==> src/design/dtp_pkg.sv <==
// ----------------------------------------------------------------------------
// dtp_pkg: shared types and constants for the duration text parser
// Character codes, unit scales, status codes and the classified item that
// travels from the front end to the back end through the queue.
// ----------------------------------------------------------------------------
`default_nettype none

package dtp_pkg;

  // Status codes reported with every result
  typedef enum logic [1:0] {
    ST_OK      = 2'd0,
    ST_BOUNDS  = 2'd1,
    ST_INVALID = 2'd2,
    ST_NOUNIT  = 2'd3
  } status_t;

  // Character classes decided by the front end
  typedef enum logic [2:0] {
    CLS_DIGIT = 3'd0,
    CLS_MINUS = 3'd1,
    CLS_UNIT  = 3'd2,
    CLS_OTHER = 3'd3,
    CLS_END   = 3'd4
  } char_class_t;

  // Unit letters
  typedef enum logic [1:0] {
    UNIT_MIN  = 2'd0,
    UNIT_HOUR = 2'd1,
    UNIT_DAY  = 2'd2,
    UNIT_WEEK = 2'd3
  } unit_t;

  // ASCII codes
  localparam logic [7:0] CH_0     = 8'h30;
  localparam logic [7:0] CH_9     = 8'h39;
  localparam logic [7:0] CH_MINUS = 8'h2D;
  localparam logic [7:0] CH_M     = 8'h6D;
  localparam logic [7:0] CH_H     = 8'h68;
  localparam logic [7:0] CH_D     = 8'h64;
  localparam logic [7:0] CH_W     = 8'h77;

  // Minutes per unit
  localparam int SCALE_H = 60;
  localparam int SCALE_D = 24 * SCALE_H;
  localparam int SCALE_W = 7 * SCALE_D;

  // Bits that the largest scale adds to a value
  localparam int SCALE_BITS = $clog2(SCALE_W + 1);

  // Queue between front and back end
  localparam int QUEUE_DEPTH = 2;

  typedef struct packed {
    char_class_t cls;
    logic [3:0]  digit;
    unit_t       unit;
  } item_t;

endpackage

`default_nettype wire

==> src/design/dtp_if.sv <==
// ----------------------------------------------------------------------------
// dtp_in_if / dtp_out_if: valid/ready channels of the duration text parser
// The input channel carries one character or an end marker per transfer;
// the output channel carries one status and running total per transfer.
// ----------------------------------------------------------------------------
`default_nettype none

interface dtp_in_if;
  logic       valid;
  logic       ready;
  logic [7:0] char_byte;
  logic       end_of_text;

  modport source (output valid, output char_byte, output end_of_text, input ready);
  modport sink   (input valid, input char_byte, input end_of_text, output ready);
endinterface

interface dtp_out_if #(
  parameter int TOTAL_WIDTH = 64
);
  logic                          valid;
  logic                          ready;
  logic [1:0]                    status;
  logic                          done_res;
  logic signed [TOTAL_WIDTH-1:0] total_minutes;

  modport source (output valid, output status, output done_res, output total_minutes,
                  input ready);
  modport sink   (input valid, input status, input done_res, input total_minutes,
                  output ready);
endinterface

`default_nettype wire

==> src/design/duration_text_parser.sv <==
// ----------------------------------------------------------------------------
// duration_text_parser: streaming parser for duration strings like "1w-2d30m"
// Classifier front end, two-entry queue, evaluation back end.
// ----------------------------------------------------------------------------
// One character (or an end-of-text marker) is taken per transfer on chars,
// and every transfer gives exactly one result on results: the sticky status
// and the running total in minutes, or, for an end marker, the final status
// (missing unit included) with done_res set, after which the state clears
// for the next string. Sustained rate is one item per clock in both
// directions while results are taken as they come. A character passes
// through a queue entry and then the back end loads the result register.
// While results are held off, the two queue entries and the result register
// fill up and chars then stalls until a result is taken. The rate is set
// by the back end's state update, which keeps the pending value together
// with its hour, day and week multiples so that a unit letter is one signed
// add and range check on the total.
`default_nettype none

module duration_text_parser #(
  parameter int TOTAL_WIDTH = 64
) (
  input  logic       clk,
  input  logic       rst,
  dtp_in_if.sink     chars,
  dtp_out_if.source  results
);
  import dtp_pkg::*;

  logic  f_valid;
  logic  f_ready;
  item_t f_item;
  logic  b_valid;
  logic  b_ready;
  item_t b_item;

  dtp_front u_front (
    .chars   (chars),
    .q_valid (f_valid),
    .q_item  (f_item),
    .q_ready (f_ready)
  );

  dtp_queue u_queue (
    .clk      (clk),
    .rst      (rst),
    .wr_valid (f_valid),
    .wr_ready (f_ready),
    .wr_item  (f_item),
    .rd_valid (b_valid),
    .rd_ready (b_ready),
    .rd_item  (b_item)
  );

  dtp_back #(
    .TOTAL_WIDTH (TOTAL_WIDTH)
  ) u_back (
    .clk     (clk),
    .rst     (rst),
    .q_valid (b_valid),
    .q_ready (b_ready),
    .q_item  (b_item),
    .results (results)
  );

endmodule

`default_nettype wire

==> src/design/dtp_front.sv <==
// ----------------------------------------------------------------------------
// dtp_front: character classifier
// Sorts each incoming character into digit, minus, unit letter, other or
// end of text and hands the classified item to the queue.
// ----------------------------------------------------------------------------
`default_nettype none

module dtp_front (
  dtp_in_if.sink          chars,
  output logic            q_valid,
  output dtp_pkg::item_t  q_item,
  input  logic            q_ready
);
  import dtp_pkg::*;

  // Handshake passes straight to the queue write port
  assign q_valid     = chars.valid;
  assign chars.ready = q_ready;

  // Classification
  always_comb begin
    q_item.digit = chars.char_byte[3:0];
    q_item.unit  = UNIT_MIN;
    q_item.cls   = CLS_OTHER;
    if (chars.end_of_text) begin
      q_item.cls = CLS_END;
    end else begin
      case (chars.char_byte) inside
        [CH_0:CH_9]: q_item.cls = CLS_DIGIT;
        CH_MINUS:    q_item.cls = CLS_MINUS;
        CH_M: begin
          q_item.cls  = CLS_UNIT;
          q_item.unit = UNIT_MIN;
        end
        CH_H: begin
          q_item.cls  = CLS_UNIT;
          q_item.unit = UNIT_HOUR;
        end
        CH_D: begin
          q_item.cls  = CLS_UNIT;
          q_item.unit = UNIT_DAY;
        end
        CH_W: begin
          q_item.cls  = CLS_UNIT;
          q_item.unit = UNIT_WEEK;
        end
        default:     q_item.cls = CLS_OTHER;
      endcase
    end
  end

endmodule

`default_nettype wire

==> src/design/dtp_queue.sv <==
// ----------------------------------------------------------------------------
// dtp_queue: short FIFO of classified items
// Decouples the classifier from the evaluation stage so that either side
// can stall; the other is held up only once the queue fills or runs dry.
// ----------------------------------------------------------------------------
`default_nettype none

module dtp_queue (
  input  logic            clk,
  input  logic            rst,
  input  logic            wr_valid,
  output logic            wr_ready,
  input  dtp_pkg::item_t  wr_item,
  output logic            rd_valid,
  input  logic            rd_ready,
  output dtp_pkg::item_t  rd_item
);
  import dtp_pkg::*;

  localparam int AW = (QUEUE_DEPTH > 1) ? $clog2(QUEUE_DEPTH) : 1;
  localparam int CW = $clog2(QUEUE_DEPTH + 1);

  item_t         entries [QUEUE_DEPTH];
  logic [AW-1:0] wr_ptr;
  logic [AW-1:0] rd_ptr;
  logic [CW-1:0] count;

  logic wr_fire;
  logic rd_fire;

  assign wr_ready = (count != CW'(QUEUE_DEPTH));
  assign rd_valid = (count != '0);
  assign rd_item  = entries[rd_ptr];
  assign wr_fire  = wr_valid && wr_ready;
  assign rd_fire  = rd_valid && rd_ready;

  // Storage
  always_ff @(posedge clk) begin
    if (wr_fire) begin
      entries[wr_ptr] <= wr_item;
    end
  end

  // Pointers and fill count
  always_ff @(posedge clk) begin
    if (rst) begin
      wr_ptr <= '0;
      rd_ptr <= '0;
      count  <= '0;
    end else begin
      if (wr_fire) begin
        wr_ptr <= (wr_ptr == AW'(QUEUE_DEPTH - 1)) ? '0 : wr_ptr + 1'b1;
      end
      if (rd_fire) begin
        rd_ptr <= (rd_ptr == AW'(QUEUE_DEPTH - 1)) ? '0 : rd_ptr + 1'b1;
      end
      if (wr_fire && !rd_fire) begin
        count <= count + 1'b1;
      end else if (rd_fire && !wr_fire) begin
        count <= count - 1'b1;
      end
    end
  end

endmodule

`default_nettype wire

==> src/design/dtp_back.sv <==
// ----------------------------------------------------------------------------
// dtp_back: evaluation stage
// Keeps the parse state, applies one classified item per cycle whenever the
// result register is free, and loads it. The pending value is kept alongside
// its hour, day and week multiples so a unit letter costs one wide add and compare.
// ----------------------------------------------------------------------------
`default_nettype none

module dtp_back #(
  parameter int TOTAL_WIDTH = 64
) (
  input  logic            clk,
  input  logic            rst,
  input  logic            q_valid,
  output logic            q_ready,
  input  dtp_pkg::item_t  q_item,
  dtp_out_if.source       results
);
  import dtp_pkg::*;

  localparam int W  = TOTAL_WIDTH;
  localparam int PW = W - 1 + SCALE_BITS;  // scaled pending width
  localparam int DW = W + 3;               // pending times ten plus digit

  // Parse state
  logic [W-1:0]  total;
  logic [W-2:0]  pend;
  logic [PW-1:0] pend_h;
  logic [PW-1:0] pend_d;
  logic [PW-1:0] pend_w;
  logic          minus_seen;
  logic          needs_unit;
  status_t       err;

  logic [W-1:0]  total_next;
  logic [W-2:0]  pend_next;
  logic [PW-1:0] pend_h_next;
  logic [PW-1:0] pend_d_next;
  logic [PW-1:0] pend_w_next;
  logic          minus_seen_next;
  logic          needs_unit_next;
  status_t       err_next;

  logic          fire;
  logic [DW-1:0] dig_p;
  logic          dig_over;
  logic [PW-1:0] dig_h;
  logic [PW-1:0] dig_d;
  logic [PW-1:0] dig_w;
  logic [PW-1:0] mag_full;
  logic          mag_over;
  logic [W:0]    tot_ext;
  logic [W:0]    mag_ext;
  logic [W:0]    sum;
  logic          sum_ovf;
  status_t       end_status;

  // Result register frees up when it is empty or being taken
  assign q_ready = !results.valid || results.ready;
  assign fire    = q_valid && q_ready;

  // Digit: pending * 10 + d, and the same for each scaled copy
  always_comb begin
    dig_p    = ({4'b0, pend} << 3) + ({4'b0, pend} << 1) + DW'(q_item.digit);
    dig_over = |dig_p[DW-1:W-1];
    dig_h    = (pend_h << 3) + (pend_h << 1) + PW'(q_item.digit) * PW'(SCALE_H);
    dig_d    = (pend_d << 3) + (pend_d << 1) + PW'(q_item.digit) * PW'(SCALE_D);
    dig_w    = (pend_w << 3) + (pend_w << 1) + PW'(q_item.digit) * PW'(SCALE_W);
  end

  // Unit: pick the scaled term, range check, signed add with overflow
  always_comb begin
    case (q_item.unit)
      UNIT_MIN:  mag_full = PW'(pend);
      UNIT_HOUR: mag_full = pend_h;
      UNIT_DAY:  mag_full = pend_d;
      UNIT_WEEK: mag_full = pend_w;
      default:   mag_full = PW'(pend);
    endcase
    mag_over = |mag_full[PW-1:W-1];
    tot_ext  = {total[W-1], total};
    mag_ext  = {2'b00, mag_full[W-2:0]};
    sum      = minus_seen ? (tot_ext - mag_ext) : (tot_ext + mag_ext);
    sum_ovf  = sum[W] ^ sum[W-1];
  end

  // Status reported by an end item
  always_comb begin
    if (err != ST_OK) begin
      end_status = err;
    end else if (needs_unit) begin
      end_status = ST_NOUNIT;
    end else begin
      end_status = ST_OK;
    end
  end

  // Next state
  always_comb begin
    total_next      = total;
    pend_next       = pend;
    pend_h_next     = pend_h;
    pend_d_next     = pend_d;
    pend_w_next     = pend_w;
    minus_seen_next = minus_seen;
    needs_unit_next = needs_unit;
    err_next        = err;
    if (fire) begin
      if (q_item.cls == CLS_END) begin
        total_next      = '0;
        pend_next       = '0;
        pend_h_next     = '0;
        pend_d_next     = '0;
        pend_w_next     = '0;
        minus_seen_next = 1'b0;
        needs_unit_next = 1'b0;
        err_next        = ST_OK;
      end else if (err == ST_OK) begin
        case (q_item.cls)
          CLS_DIGIT: begin
            if (dig_over) begin
              err_next = ST_BOUNDS;
            end else begin
              pend_next       = dig_p[W-2:0];
              pend_h_next     = dig_h;
              pend_d_next     = dig_d;
              pend_w_next     = dig_w;
              needs_unit_next = 1'b1;
            end
          end
          CLS_MINUS: begin
            if (minus_seen) begin
              err_next = ST_INVALID;
            end else begin
              minus_seen_next = 1'b1;
              needs_unit_next = 1'b1;
            end
          end
          CLS_UNIT: begin
            if (mag_over || sum_ovf) begin
              err_next = ST_BOUNDS;
            end else begin
              total_next      = sum[W-1:0];
              pend_next       = '0;
              pend_h_next     = '0;
              pend_d_next     = '0;
              pend_w_next     = '0;
              minus_seen_next = 1'b0;
              needs_unit_next = 1'b0;
            end
          end
          default: err_next = ST_INVALID;
        endcase
      end
    end
  end

  // State registers
  always_ff @(posedge clk) begin
    if (rst) begin
      total      <= '0;
      pend       <= '0;
      pend_h     <= '0;
      pend_d     <= '0;
      pend_w     <= '0;
      minus_seen <= 1'b0;
      needs_unit <= 1'b0;
      err        <= ST_OK;
    end else begin
      total      <= total_next;
      pend       <= pend_next;
      pend_h     <= pend_h_next;
      pend_d     <= pend_d_next;
      pend_w     <= pend_w_next;
      minus_seen <= minus_seen_next;
      needs_unit <= needs_unit_next;
      err        <= err_next;
    end
  end

  // Result register
  always_ff @(posedge clk) begin
    if (rst) begin
      results.valid <= 1'b0;
    end else if (fire) begin
      results.valid <= 1'b1;
    end else if (results.ready) begin
      results.valid <= 1'b0;
    end
  end

  always_ff @(posedge clk) begin
    if (fire) begin
      if (q_item.cls == CLS_END) begin
        results.status        <= end_status;
        results.done_res      <= 1'b1;
        results.total_minutes <= total;
      end else begin
        results.status        <= err_next;
        results.done_res      <= 1'b0;
        results.total_minutes <= total_next;
      end
    end
  end

`ifndef NO_ASSERTIONS
  // Scaled copies always track the pending value
  a_scaled_copies: assert property (@(posedge clk) disable iff (rst)
    pend_h == PW'(pend) * PW'(SCALE_H) && pend_d == PW'(pend) * PW'(SCALE_D) &&
    pend_w == PW'(pend) * PW'(SCALE_W))
    else $error("scaled pending copies out of step");

  // A pending minus always waits for a unit
  a_minus_needs_unit: assert property (@(posedge clk) disable iff (rst)
    minus_seen |-> needs_unit)
    else $error("minus flag set without unit pending");

  // End item leaves a clean state
  a_end_clears: assert property (@(posedge clk) disable iff (rst)
    fire && q_item.cls == CLS_END |=>
      total == '0 && pend == '0 && !minus_seen && !needs_unit && err == ST_OK)
    else $error("state not cleared after end of text");

  // Once in error, the total holds until the end item
  a_error_freezes_total: assert property (@(posedge clk) disable iff (rst)
    fire && err != ST_OK && q_item.cls != CLS_END |=> total == $past(total))
    else $error("total moved while an error is pending");
`endif

endmodule

`default_nettype wire

==> src/flat_wrapper.sv <==
// flat-port wrapper written by rule: the top's interface ports become plain ports
module duration_text_parser_flat import dtp_pkg::*;
#(
  parameter int TOTAL_WIDTH = 64
)
  (clk, rst, chars_valid, chars_char_byte, chars_end_of_text, chars_ready, results_valid, results_status, results_done_res, results_total_minutes, results_ready);
  dtp_in_if chars_i ();
  dtp_out_if #(.TOTAL_WIDTH(TOTAL_WIDTH)) results_i ();
  input  logic clk;
  input  logic rst;
  input wire logic [$bits(chars_i.valid)-1:0] chars_valid;
  input wire logic [$bits(chars_i.char_byte)-1:0] chars_char_byte;
  input wire logic [$bits(chars_i.end_of_text)-1:0] chars_end_of_text;
  output wire logic [$bits(chars_i.ready)-1:0] chars_ready;
  output wire logic [$bits(results_i.valid)-1:0] results_valid;
  output wire logic [$bits(results_i.status)-1:0] results_status;
  output wire logic [$bits(results_i.done_res)-1:0] results_done_res;
  output wire logic [$bits(results_i.total_minutes)-1:0] results_total_minutes;
  input wire logic [$bits(results_i.ready)-1:0] results_ready;
  assign chars_i.valid = chars_valid;
  assign chars_i.char_byte = chars_char_byte;
  assign chars_i.end_of_text = chars_end_of_text;
  assign chars_ready = chars_i.ready;
  assign results_valid = results_i.valid;
  assign results_status = results_i.status;
  assign results_done_res = results_i.done_res;
  assign results_total_minutes = results_i.total_minutes;
  assign results_i.ready = results_ready;
  duration_text_parser #(.TOTAL_WIDTH(TOTAL_WIDTH)) u_core (.clk(clk), .rst(rst), .chars(chars_i), .results(results_i));
endmodule
==> config.mk <==
export PLATFORM = sky130hd
export DESIGN_NAME = duration_text_parser_flat
export DESIGN_NICKNAME = d
export VERILOG_FILES = /design/src/design/dtp_pkg.sv /design/src/design/dtp_if.sv /design/src/design/duration_text_parser.sv /design/src/design/dtp_front.sv /design/src/design/dtp_queue.sv /design/src/design/dtp_back.sv /design/src/flat_wrapper.sv
export SDC_FILE = /design/constraint.sdc
export NUM_CORES = 2
export LEC_CHECK = 0
export ABC_AREA = 1
export CORE_MARGIN = 4
export CORE_UTILIZATION = 40
export DETAILED_ROUTE_END_ITERATION = 8
export DONT_BUFFER_PORTS = 1
export HOLD_SLACK_MARGIN = 0.12
export PLACE_DENSITY = 0.67
export SKIP_CTS_REPAIR_TIMING = 1
export SYNTH_ARGS = -nofsm -noshare
export SYNTH_HDL_FRONTEND = slang
export SYNTH_SLANG_ARGS = --single-unit
==> constraint.sdc <==
create_clock -name clk -period 8.25 [get_ports clk]
set_clock_uncertainty 0.2 [all_clocks]
set_input_delay 2.475 -clock clk [delete_from_list [all_inputs] [get_ports clk]]
set_output_delay 2.475 -clock clk [all_outputs]
set_load 0.02 [all_outputs]
Word-level counts from Yosys, hierarchy flattened
Memory sizes are Yosys's and may differ from the RTL's. A register that Yosys moved wholly into a read port is not among the register bits.
Index checks and enable logic that the tools add are counted.
{ "totals": {"in_bits": 13, "ram_bits": 18, "mem_count": 1, "out_inout_bits": 69, "regBits": 434, "word_cells": 147} }
{ "op_classes": {"n_lt_le_gt_ge": 2, "multipliers": 3, "n_bitwise": 1, "n_addsub": 14, "eq_ne": 15, "reduce_logical": 26, "n_mux": 70} }
{ "memory_table": {"columns": ["memory", "depth", "word_bits", "read_ports", "rd_clocked_by_memory_dff", "wr", "line", "rtl"], "rows": [
  ["u_core.u_queue.entries", 2, 9, 1, 1, 1, "dtp_queue.sv:23", "item_t entries [QUEUE_DEPTH];"]
]} }
{ "ops": {"columns": ["cell", "count"], "rows": [
  ["2-to-1 mux 77 bit", 10],
  ["one-hot mux 77 bit (2 select lines)", 3],
  ["2-to-1 mux 64 bit", 6],
  ["one-hot mux 77 bit (4 select lines)", 1],
  ["2-to-1 mux 63 bit", 4],
  ["adder 77 bit", 3],
  ["one-hot mux 63 bit (2 select lines)", 1],
  ["adder 77 x 10 -> 77 bit", 1],
  ["adder 77 x 15 -> 77 bit", 1],
  ["adder 77 x 18 -> 77 bit", 1],
  ["adder 66 x 64 -> 67 bit", 1],
  ["adder 67 x 4 -> 67 bit", 1],
  ["adder 64 x 64 -> 65 bit", 1],
  ["2-to-1 mux 65 bit", 1],
  ["subtractor 64 x 64 -> 65 bit", 1],
  ["2-to-1 mux 2 bit", 20],
  ["== test 8 x 7 -> 1 bit, second input constant", 4],
  ["2-to-1 mux 1 bit", 20],
  ["OR reduction 14 bit", 1],
  ["multiplier 4 x 9 -> 13 bit, second input constant", 1],
  ["multiplier 4 x 6 -> 10 bit, second input constant", 1],
  ["nonzero test 2 bit", 5],
  ["inequality test 3 bit, second input constant", 3],
  ["== test 8 x 6 -> 1 bit, second input constant", 1],
  ["other kinds (28)", 39]
]} }

Depth between registers and ports, before layout
{ "depth": {"ltp_word": 12, "ltp_mapped": 42, "ltp_nobuf": 41} }

Hierarchy
Synthesis repeated with hierarchy kept, for this count alone.
{ "hier_totals": {"hier_cells": 8535, "hier_area_um2": 51659.5} }
{ "modules_own_cells": {"columns": ["module", "area_per_inst_um2", "cells_each", "seq_area_each_um2", "n_inst"], "rows": [
  ["dtp_back", 50526.0, 8421, 8938.6, 1],
  ["dtp_queue", 905.9, 65, 640.6, 1],
  ["dtp_front", 227.7, 49, 0.0, 1]
]} }

Worst setup path before layout
Ideal clock, no wire load.
{ "synth_path": {"path_type": "input port to flip-flop", "from": "input port results_ready", "to": "register u_core.u_back.results.total_minutes[37] (data pin)", "path_buffers": 2, "path_stages": 8, "path_slack_ns": -0.022, "setup_ns": 0.152, "arrival_time_ns": 7.920, "required_time_ns": 7.898, "path_cell_list": "nor2_1 > a21oi_1 > nand2_1 > inv_1 > clkbuf_1 > buf_1 > nand3_1 > o21ai_0"} }
{ "synth_via": {"elab_chain_len": 4} }
{ "synth_rtl": {"columns": ["element", "line", "rtl"], "rows": [
  ["start, declared", "flat_wrapper.sv:19", "input wire logic [$bits(results_i.ready)-1:0] results_ready;"],
  ["logical OR 1 bit", "dtp_back.sv:59", "assign q_ready = !results.valid || results.ready;"],
  ["logical AND 1 bit", "dtp_back.sv:60", "assign fire = q_valid && q_ready;"],
  ["named net u_core.u_back.fire", "dtp_back.sv:44", "logic fire;"],
  ["2-to-1 mux 64 bit", "dtp_back.sv:108", "if (fire) begin"],
  ["2-to-1 mux 64 bit", "dtp_back.sv:194", "if (q_item.cls == CLS_END) begin"],
  ["end signal, assigned", "dtp_back.sv:197", "results.total_minutes <= total;"],
  ["end signal, assigned", "dtp_back.sv:201", "results.total_minutes <= total_next;"],
  ["end, declared", "dtp_if.sv:27", "modport source (output valid, output status, output done_res, output total_minutes,"]
]} }
The timed path passes the listed nets, and every way through them passes these cells.
A chain may end at the register's enable or synchronous reset.

==> summary.md <==
| Metric | Value |
|---|---|
| Outcome | `complete, no violations` |
| Setup violators final | `0` |
| Initial antenna violation count | `3` |
| Final critical-path share of the clock period | `91.4%` |
| Synth Area per Inst | `roughly 6.3 um^2` |
| Global-route usage over all layers | `28.9%` |
| Post-Synthesis Cells | `between 7,000 and 8,000` |
| Max Transition Viols Final | `0` |
| Total length of routed wires | `just under 200 mm` |
| Core Util, Final | `43.7%` |
| Area share of the largest cell type after synthesis | `15.8%` |
| Hold Vio Cnt, Final | `0` |
| Post-route cell area | `53,500 um^2` |
| Register bit total from synthesis | `around 440` |
| Portion of the post-synthesis area used by sequential elements | `roughly a fifth` |
| Achievable frequency | `~0.13 GHz` |
| Clock Sink Count | `~440` |
| Cell occurring most often along the worst timing path | `sky130_fd_sc_hd__nand2_1` |
| Critical path launch point type | `register` |
| Top cell family by delay on the critical path | `compound AO/OA/AOI/OAI gates` |
| Number of warnings printed during yosys synthesis | `0` |
| Nets in the synthesized netlist | `~8,600` |
| Final antenna-violating net count | `0` |
| Starting DRT DRC Count | `between 5,000 and 6,000` |
| Count of distinct cell types in the synthesized netlist | `53` |
| Signed area change from the synthesized netlist to the final layout | `8.22%` |
| Prevailing post-synth register cell | `sky130_fd_sc_hd__dfxtp_1` |
| Proportion of register bits with asynchronous set or reset after synthesis | `0%` |
| Number of H-tree branching levels | `2` |
| Via count | `about 53,000` |
| Last weighted congestion value of the routability-driven placer | `about 1.0` |
| Critical setup path kind | `register to register` |
| Placeable core region | `122,000 um^2` |
| Slowest Stage Delay on Critical Path | `~0.5 ns` |
| Site row count | `about 130` |
| Share of final-layout standard cells stronger than drive strength 1 | `under 10%` |
| First-pass iteration count of the detailed router | `5` |
| Kind of path behind the tightest hold check | `register to register` |
| IO Count | `slightly above 80` |
| Cell type with the highest aggregate area in the netlist | `sky130_fd_sc_hd__ha_1` |
| Worst path required time | `slightly below 9 ns` |
| Buffer levels on the longest clock path | `3` |
| RSZ-0062 raised after global routing | `no` |
| Pin count of the biggest net entering global routing | `around 140` |
| Worst slew margin relative to its limit | `26.4%` |
| Register clock-pin slew on the reported worst setup and hold paths | `0.07 ns` |
| Die Y | `approximately 360 um` |
| Nets | `between 8,000 and 9,000` |
| Remaining design rule violation count | `0` |
| GRT overflow | `0` |
| Critical path data arrival time | `~8.0 ns` |
| Count of port buffers added during placement | `0` |
| Horiz. Die Dim | `between 300 and 400 um` |
| CTS tree | `yes` |
| Layout fillers | `about 13,000` |
| Starting utilization of the core area | `roughly 40%` |
| Total die area | `approximately 130,000 um^2` |
| First-pass GRT wire length | `~300 mm` |
| Accumulated negative setup slack | `0 ns` |
| Via-to-Cell Ratio | `5.60` |
| Worst-skew pair later-pin latency | `between 0.7 and 0.8 ns` |
| Number of enable-type register cells in the synthesized netlist | `85` |
| Standard cell area after detailed placement | `between 50,000 and 60,000 um^2` |
| Transition time of the tightest slew-check pin | `roughly 1.1 ns` |
| Detailed placement HPWL | `around 160 mm` |
| Num CTS Buffers | `57` |
| Clock root buffer master | `sky130_fd_sc_hd__clkbuf_16` |
| Count of maximum capacitance violations | `0` |
| Main area contributors after synthesis | `sky130_fd_sc_hd__ha_1, sky130_fd_sc_hd__dfxtp_1, sky130_fd_sc_hd__nor2_1` |
| Area of the mapped netlist | `49,400 um^2` |
| DR WL/cell | `20.6 um` |
| Cell at the slowest stage of the critical path | `sky130_fd_sc_hd__fa_1` |
| Number of buffers and inverters on the critical path | `7` |
| Tmin final | `roughly 7.5 ns` |
| Most used cells in the layout excluding fill and tap cells | `sky130_fd_sc_hd__nor2_1, sky130_fd_sc_hd__nand2_1, sky130_fd_sc_hd__inv_1` |
| Most frequent standard cell in the layout excluding fill and tap cells | `sky130_fd_sc_hd__nor2_1` |
| Vias in the first global route | `around 51,000` |
| Element type at the critical path end | `register` |
| Crit path max fanout | `13` |
[layout make-up]
type	instances	area [um^2]	area share [%]
multi-input cells	6144	34700	64.9
flip-flops and latches	436	9580	17.9
inverters	1103	4160	7.77
well taps	1625	2030	3.80
clock buffers	65	1500	2.80
repair buffers	106	996	1.86
clock inverters	43	503	0.941
diodes	2	5.00	0.00936
[through the flow]
stage / setup slack, ns / hold slack, ns / std cells
4_1_cts: 0.451 / 0.260 / 9522
2_1_floorplan: 1.86 / 0.226 / 7902
5_1_grt: 0.105 / 0.279 / 9522
3_5_place_dp: 0.548 / 0.252 / 9414
6_report: 0.712 / 0.260 / 9524
3_3_place_gp: 0.672 / 0.235 / 9414
[synth_stat cells, drive strengths merged (2+ instances only)]
library cell,count
o311ai,10
nand3,471
xnor2,118
xor2,133
dfxtp,351
or2,32
fa,37
a31oi,128
buf,103
o31ai,7
inv,1102
edfxtp,85
nand2,1363
nor2,1404
o211a,2
nor4,39
and3,2
o221ai,6
a211oi,6
o21a,85
a21oi,801
a221oi,13
o2111ai,7
a21o,14
o21bai,26
nor3,62
ha,625
o21ai,604
nand4,92
o211ai,20
clkbuf,116
a21boi,20
nand3b,8
a2111oi,2
[cells by family after synthesis]
| group | Yosys count | share of synthesized area, % |
|---|---|---|
| simple gates | 3474 | 28.8 |
| flops | 436 | 19.4 |
| compound gates | 1757 | 19.5 |
| buf+inv | 1322 | 10.5 |
| xor+xnor | 251 | 4.45 |
| fa+ha+maj | 662 | 17.3 |
[worst paths after layout]
kind | to | startpoint | slack [ns] | cells after the start
hold reg to reg | u_core.u_queue.rd_ptr | u_core.u_queue.rd_ptr | 0.26 | 1
setup / recovery | u_core.u_back.pend_w[52] | register | 0.71 | 35
setup reg to reg | u_core.u_back.pend_w[52] | register | 0.71 | 35
hold / removal | u_core.u_queue.rd_ptr | u_core.u_queue.rd_ptr | 0.26 | 1
[registers in the layout (all words and copies together), names as in the netlist, named ones only]
signal and count:
u_core.u_back.pend_h 74, u_core.u_back.pend_d 70, u_core.u_back.pend_w 70, u_core.u_back.results.total_minutes 64, u_core.u_back.total 64, u_core.u_back.pend 63, u_core.u_queue.entries 18, u_core.u_back.err 2
u_core.u_back.results.status 2, u_core.u_queue.count 2, u_core.u_back.minus_seen 1, u_core.u_back.needs_unit 1, u_core.u_back.results.done_res 1, u_core.u_back.results.valid 1, u_core.u_queue.rd_ptr 1, u_core.u_queue.wr_ptr 1
[metal layers]
metal | global-route usage [%] | routed length [um] | up-vias
met5 | 0 | 0 | -
met4 | 12.6 | 9800 | 0
met3 | 3.14 | 12200 | 404
met2 | 48.4 | 89100 | 1908
met1 | 37.6 | 84800 | 24877
li1 | - | - | 26124
[worst register-to-register path: cells and delay by family (launching register included)]
kind | cells | cell delay [ns]
adders and majority gates | 5 | 1.98
xor gates and xnor gates | 2 | 0.33
and+or+nand+nor | 9 | 1.16
DFF | 1 | 0.48
buffers and inverters | 7 | 0.75
AOI/OAI and AO/OA | 12 | 2.52
Power is not shown: default switching activity piles up to over one toggle a cycle in this logic, so the estimate is an artifact.
